[src/rtl/core/rcs_pkg.sv]
// package for the radial cone stamp pixel block
// widths, reset value and size limit; no dependencies
package rcs_pkg;
  localparam int unsigned MaxSizeDefault = 1024;
  localparam int unsigned SizeW = 11;
  localparam int unsigned CoordW = 10;
  localparam int unsigned HeightW = 17;
  localparam logic [SizeW-1:0] SizeReset = 11'd256;
endpackage

[src/rtl/core/radial_cone_stamp_pixel_top.sv]
// Cone height of a pixel in a square stamp: one request per cycle, fully pipelined.
// Pipeline stages in order, with HW the bit width of half:
// one stage for the squared distance, QN = (HW+17)/2 square-root stages of two root bits,
// one stage to form the dividend, SN = HW+17 restoring divide stages, and an output stage.
// A result that waits at the output holds the whole pipeline and the request side. Uses rcs_pkg.
module radial_cone_stamp_pixel_top
  import rcs_pkg::*;
#(
  parameter int unsigned MAX_SIZE = MaxSizeDefault
) (
  input  logic               clk_i,
  input  logic               rst_ni,
  input  logic               cfg_we_i,
  input  logic [SizeW-1:0]   cfg_wdata_i,
  input  logic               in_valid_i,
  output logic               in_ready_o,
  input  logic [CoordW-1:0]  row_i,
  input  logic [CoordW-1:0]  column_i,
  output logic               out_valid_o,
  input  logic               out_ready_i,
  output logic [HeightW-1:0] height_o,
  output logic               inside_res_o
);
  localparam int unsigned HW = $clog2(MAX_SIZE/2 + 1);   // bits of half
  localparam int unsigned DW = 2*HW;                      // bits of d2 inside the circle
  localparam int unsigned QN = (HW + 17) / 2;             // square root stages
  localparam int unsigned RB = 2*QN;                      // bits of r, U.16
  localparam int unsigned TB = 2*RB;                      // radicand bits
  localparam int unsigned NW = HW + 17;                   // dividend width
  localparam int unsigned SN = NW;                        // divide steps
  localparam int unsigned PN = QN + SN + 2;               // valid pipeline length

  logic [SizeW-1:0] size_q;
  always_ff @(posedge clk_i or negedge rst_ni) begin
    if (!rst_ni) size_q <= SizeReset;
    else if (cfg_we_i) size_q <= cfg_wdata_i;
  end
  logic [SizeW-1:0] size_sat;
  logic [HW-1:0]    half;
  assign size_sat = (32'(size_q) > MAX_SIZE) ? SizeW'(MAX_SIZE) : size_q;
  assign half = HW'(size_sat >> 1);

  logic adv;
  // pipeline moves when the output stage can take
  logic skid_v_q;
  assign adv = !skid_v_q || out_ready_i;
  assign in_ready_o = adv;

  // stage 0: squared distance
  logic signed [CoordW+1:0] dx, dy;
  logic signed [2*CoordW+3:0] dxw, dyw, dxsq, dysq;
  logic [2*CoordW+3:0] d2f;
  logic [2*HW-1:0] hh;
  logic in_circle;
  assign dx = $signed({2'b0, column_i}) - $signed((CoordW+2)'(half));
  assign dy = $signed({2'b0, row_i}) - $signed((CoordW+2)'(half));
  assign dxw = (2*CoordW+4)'(dx);
  assign dyw = (2*CoordW+4)'(dy);
  assign dxsq = dxw * dxw;
  assign dysq = dyw * dyw;
  assign d2f = unsigned'(dxsq) + unsigned'(dysq);
  assign hh = half * half;
  assign in_circle = (half != '0) && (d2f < (2*CoordW+4)'(hh));

  logic [PN-1:0]   sq_v_q;
  logic [PN-1:0]   sq_in_q;
  logic [TB-1:0]   sq_x_q [QN+1];
  logic [RB-1:0]   sq_r_q [QN+1];
  logic [RB+1:0]   sq_m_q [QN+1];
  always_ff @(posedge clk_i or negedge rst_ni) begin
    if (!rst_ni) sq_v_q <= '0;
    else if (adv) sq_v_q <= {sq_v_q[PN-2:0], in_valid_i};
  end
  always_ff @(posedge clk_i) begin
    if (adv) begin
      sq_in_q <= {sq_in_q[PN-2:0], in_circle};
      // radicand is d2 * 2^32, d2 below hh when inside
      sq_x_q[0] <= TB'({d2f[DW-1:0], 32'b0});
      sq_r_q[0] <= '0;
      sq_m_q[0] <= '0;
    end
  end

  // square root of d2 * 2^32, digit by digit, two root bits per stage
  for (genvar k = 0; k < QN; k++) begin : g_sq
    logic [TB-1:0] x;
    logic [RB-1:0] r;
    logic [RB+1:0] m;
    always_comb begin
      x = sq_x_q[k];
      r = sq_r_q[k];
      m = sq_m_q[k];
      for (int j = 0; j < 2; j++) begin
        m = {m[RB-1:0], x[TB-1 -: 2]};
        x = x << 2;
        if (m >= {r, 2'b01}) begin
          m = m - {r, 2'b01};
          r = {r[RB-2:0], 1'b1};
        end else begin
          r = {r[RB-2:0], 1'b0};
        end
      end
    end
    always_ff @(posedge clk_i) begin
      if (adv) begin
        sq_x_q[k+1] <= x;
        sq_r_q[k+1] <= r;
        sq_m_q[k+1] <= m;
      end
    end
  end

  // divide (half*2^16 - r) / half, restoring, one quotient bit per stage
  logic [NW-1:0] dv_n_q [SN+1];
  logic [NW-1:0] dv_q_q [SN+1];
  logic [HW:0]   dv_p_q [SN+1];
  logic [HW-1:0] dv_h_q [SN+1];
  logic [NW-1:0] hs, rs;
  assign hs = NW'({half, 16'b0});
  assign rs = NW'(sq_r_q[QN]);
  always_ff @(posedge clk_i) begin
    if (adv) begin
      dv_n_q[0] <= (hs > rs) ? hs - rs : '0;
      dv_q_q[0] <= '0;
      dv_p_q[0] <= '0;
      dv_h_q[0] <= half;
    end
  end
  for (genvar k = 0; k < SN; k++) begin : g_dv
    logic [HW+1:0] t;
    assign t = {dv_p_q[k], dv_n_q[k][NW-1]};
    always_ff @(posedge clk_i) begin
      if (adv) begin
        dv_n_q[k+1] <= dv_n_q[k] << 1;
        dv_h_q[k+1] <= dv_h_q[k];
        if (t >= (HW+2)'(dv_h_q[k])) begin
          dv_p_q[k+1] <= (HW+1)'(t - (HW+2)'(dv_h_q[k]));
          dv_q_q[k+1] <= {dv_q_q[k][NW-2:0], 1'b1};
        end else begin
          dv_p_q[k+1] <= (HW+1)'(t);
          dv_q_q[k+1] <= {dv_q_q[k][NW-2:0], 1'b0};
        end
      end
    end
  end

  // output stage
  always_ff @(posedge clk_i or negedge rst_ni) begin
    if (!rst_ni) skid_v_q <= 1'b0;
    else if (adv) skid_v_q <= sq_v_q[PN-1];
  end
  always_ff @(posedge clk_i) begin
    if (adv) begin
      inside_res_o <= sq_in_q[PN-1];
      height_o <= sq_in_q[PN-1] ? HeightW'(dv_q_q[SN]) : '0;
    end
  end
  assign out_valid_o = skid_v_q;
endmodule

[config.mk]
export PLATFORM = sky130hd
export DESIGN_NAME = radial_cone_stamp_pixel_top
export DESIGN_NICKNAME = d
export VERILOG_FILES = /design/src/rtl/core/rcs_pkg.sv /design/src/rtl/core/radial_cone_stamp_pixel_top.sv
export SDC_FILE = /design/constraint.sdc
export NUM_CORES = 2
export LEC_CHECK = 0
export BUFFER_PORTS_ARGS = -buffer_cell sky130_fd_sc_hd__buf_2
export CAP_MARGIN = 10
export CORE_UTILIZATION = 67
export CTS_BUF_LIST = sky130_fd_sc_hd__clkbuf_4
export DETAILED_ROUTE_END_ITERATION = 6
export GPL_TIMING_DRIVEN = 0
export PLACE_DENSITY_LB_ADDON = 0.2
export SLEW_MARGIN = 30
export SYNTH_ARGS = -nofsm -noshare
export SYNTH_HDL_FRONTEND = slang
export SYNTH_SLANG_ARGS = --single-unit
[constraint.sdc]
create_clock -name clk_i -period 150.7 [get_ports clk_i]
set_input_delay 45.21 -clock clk_i [delete_from_list [all_inputs] [get_ports clk_i]]
set_output_delay 45.21 -clock clk_i [all_outputs]
set_load 0.1 [all_outputs]
==> results.json <==
{
  "clock.fmax_mhz": 10.5,
  "die_h_um": 394,
  "fin_cells": 11900,
  "netlist_area_sq_um": 103000,
  "cp-end-kind": "primary output",
  "ff2ff_path_depth": 40,
  "rsz0062_at_grt": "no",
  "postRouteAntennaNets": 0,
  "die-area_sq_um": 156000,
  "fillers": 10300,
  "hpwl_mm": 158,
  "fin_crit_sh": 0.630,
  "synth_seq_cells": 1732,
  "initial_utilization": 0.677,
  "r2r_slack_ns": 138.44,
  "grt_pass1_vias": 70600,
  "relSlewSlack": 0.335,
  "port_buffers": 54,
  "min_to": "dv_n_q[0][160]",
  "period_needed_ns": 95.01,
  "wl_mm": 211,
  "worstPathRequired_ns": 105.49,
  "worstReg2RegStart": "size_q[10]",
  "synthArstFlopShare": 0.0306,
  "h-tree-depth": 5,
  "maxCapViolCount": 0,
  "vias": 69000,
  "cts_resized": 0,
  "wl_met3_mm": 10.7,
  "drt_iter0_drc": 4861,
  "antenna_found_initial": 5,
  "grtUsageTotal": 0.274,
  "drv_slew": 0,
  "startpoint_type": "primary input",
  "mostFrequentLayoutCells": "edfxtp_1 (1678), inv_1 (1056), ha_1 (778)",
  "slowest_stage": "clkinv_1",
  "seq_area_frac_synth": 0.501,
  "path_clk_slew_ns": 0.07,
  "grt_max_degree": 55,
  "die_w_um": 394,
  "postCtsSetupBuffers": 0,
  "wl_met2_mm": 107,
  "clock-sinks": 1732,
  "drive_above_1_share": 0.119,
  "cpPeakStageDelay_ns": 0.60,
  "drt-met1-wl_mm": 86.4,
  "synth_flop_cell": "edfxtp_1",
  "cts_hold_buf": 0,
  "area_growth_pct": 8.93,
  "synth_edf_count": 1678,
  "hp-start": "dv_n_q[0][132]",
  "synth.distinct_cells": 113,
  "place_inst": 11100,
  "grt_pass1_wl_mm": 346,
  "syn_avg_cell_area_sq_um": 11.5,
  "yosysWarnings": 0,
  "setup_viol": 0,
  "pin_count": 56,
  "maxUsedRoutingLayer": "met4",
  "crit_type": "in2out",
  "root_buffer": "clkbuf_4",
  "fin_nets": 10700,
  "routedWlPerCell_um": 17.8,
  "placed_area_sq_um": 107000,
  "cts_tree": "done",
  "worstPathMaxFanout": 48,
  "hp-class": "reg2reg",
  "finalInstanceArea_sq_um": 112000,
  "status": "finished, final reports clean",
  "rows": 143,
  "viasPerCell": 5.81,
  "final_common_cell": "edfxtp_1",
  "r2r_end": "sq_in_q[0]",
  "place_congestion": 0.903,
  "drt-pass1-iter-count": 6,
  "clk_latency_ns": 1.37,
  "worstPathCellList": "buf_2, nor2b_4, clkbuf_2, buf_16, clkinv_1, clkbuf_4, buf_12, buf_12, buf_12, buf_12, buf_12, buf_12, buf_12, buf_12, buf_2",
  "tns_ns": 0,
  "gr-total-overflow": 0,
  "finalClockSkew_ns": 0.112,
  "critical_path_arrival_ns": 49.80,
  "cpMostUsedCell": "buf_12",
  "cts_buffer_depth": 4,
  "min_path_cells": 0,
  "drc_errors": 0,
  "postSynthCellCount": 8966,
  "cts_made_buffers": 450,
  "worst_pin_slew_ns": 0.992,
  "hold_viol": 0,
  "coreArea_sq_um": 152000
}
[stage by stage]
step,utilization,setup slack (ns),hold WS (ns)
floorplan,-,13.89,0.400
global placement,0.696,-7.58,0.400
detailed placement,0.702,55.69,0.405
CTS,0.737,55.68,0.262
global route,0.737,55.55,0.273
finish,0.737,55.69,0.309
[sequential cells by signal (all words and copies together), names as in the netlist, 60 cells and up]
| signal | count |
|---|---|
| dv_n_q | 378 |
| sq_m_q | 290 |
| dv_p_q | 286 |
| dv_h_q | 270 |
| sq_r_q | 182 |
| dv_q_q | 153 |
| sq_x_q | 60 |
[Yosys cell counts (22+ instances only)]
library cell | number | area [sq um]
inv_1 | 1056 | 3960
nor2_1 | 700 | 2630
xnor2_1 | 340 | 2980
nand2_1 | 711 | 2670
nand2b_1 | 122 | 763
o211ai_1 | 25 | 188
nand4_1 | 90 | 563
a211oi_1 | 46 | 345
and3_1 | 38 | 238
a21boi_0 | 112 | 841
a21oi_1 | 384 | 1920
o21bai_1 | 29 | 218
clkbuf_1 | 123 | 462
or3_1 | 56 | 350
and2_1 | 78 | 488
ha_1 | 778 | 9730
or2_2 | 37 | 231
xor2_1 | 224 | 1960
edfxtp_1 | 1678 | 50400
nand3_1 | 104 | 521
a21o_1 | 188 | 1410
a31oi_1 | 37 | 231
o21ai_0 | 405 | 2030
fa_1 | 330 | 6610
o31ai_1 | 51 | 383
mux2_2 | 269 | 3030
nor4_1 | 75 | 469
nor3b_1 | 22 | 165
nor2b_1 | 130 | 813
nor3_1 | 153 | 766
dfrtp_1 | 52 | 1300
o21a_1 | 88 | 661
mux2i_1 | 74 | 741
[cell families after synthesis]
| kind of cell | after synthesis | synth area share |
|---|---|---|
| compound gates | 1573 | 0.0978 |
| xor+xnor | 564 | 0.0479 |
| fa+ha+maj | 1108 | 0.158 |
| buf+inv | 1223 | 0.0450 |
| flops | 1732 | 0.501 |
| mux | 344 | 0.0366 |
| other cells | 2 | 0.0000728 |
| simple gates | 2420 | 0.113 |
[how the worst max path moves through the flow]
stage	to	slack, ns	startpoint
global route	in_ready_o	55.55	out_ready_i
finish	in_ready_o	55.69	out_ready_i
CTS	in_ready_o	55.68	out_ready_i
floorplan	in_ready_o	13.89	out_ready_i
detailed placement	in_ready_o	55.69	out_ready_i
global placement	in_ready_o	-7.58	out_ready_i
[per-layer routing]
layer,track usage,vias to the layer above
met5,0,-
met3,0.0406,499
li1,-,33300
met2,0.477,1868
met1,0.341,33400
met4,0.114,0
[critical path: cells and delay by family]
family        cells  cell delay, ns
buf+inv          14            3.91
simple gates      1            0.49
[layout make-up]
class | instances | area, sq um | area share
clock inverters | 147 | 679 | 0.00605
flip-flops and latches | 1732 | 51700 | 0.460
well taps | 2030 | 2540 | 0.0226
repair buffers | 92 | 1150 | 0.0102
plain buffers | 149 | 614 | 0.00547
inverters | 1074 | 4030 | 0.0359
diodes | 9 | 22.5 | 0.000200
multi-input cells | 6024 | 46900 | 0.417
clock buffers | 629 | 4720 | 0.0420
Power is not shown: default switching activity piles up to over one toggle a cycle in this logic, so the estimate is an artifact.
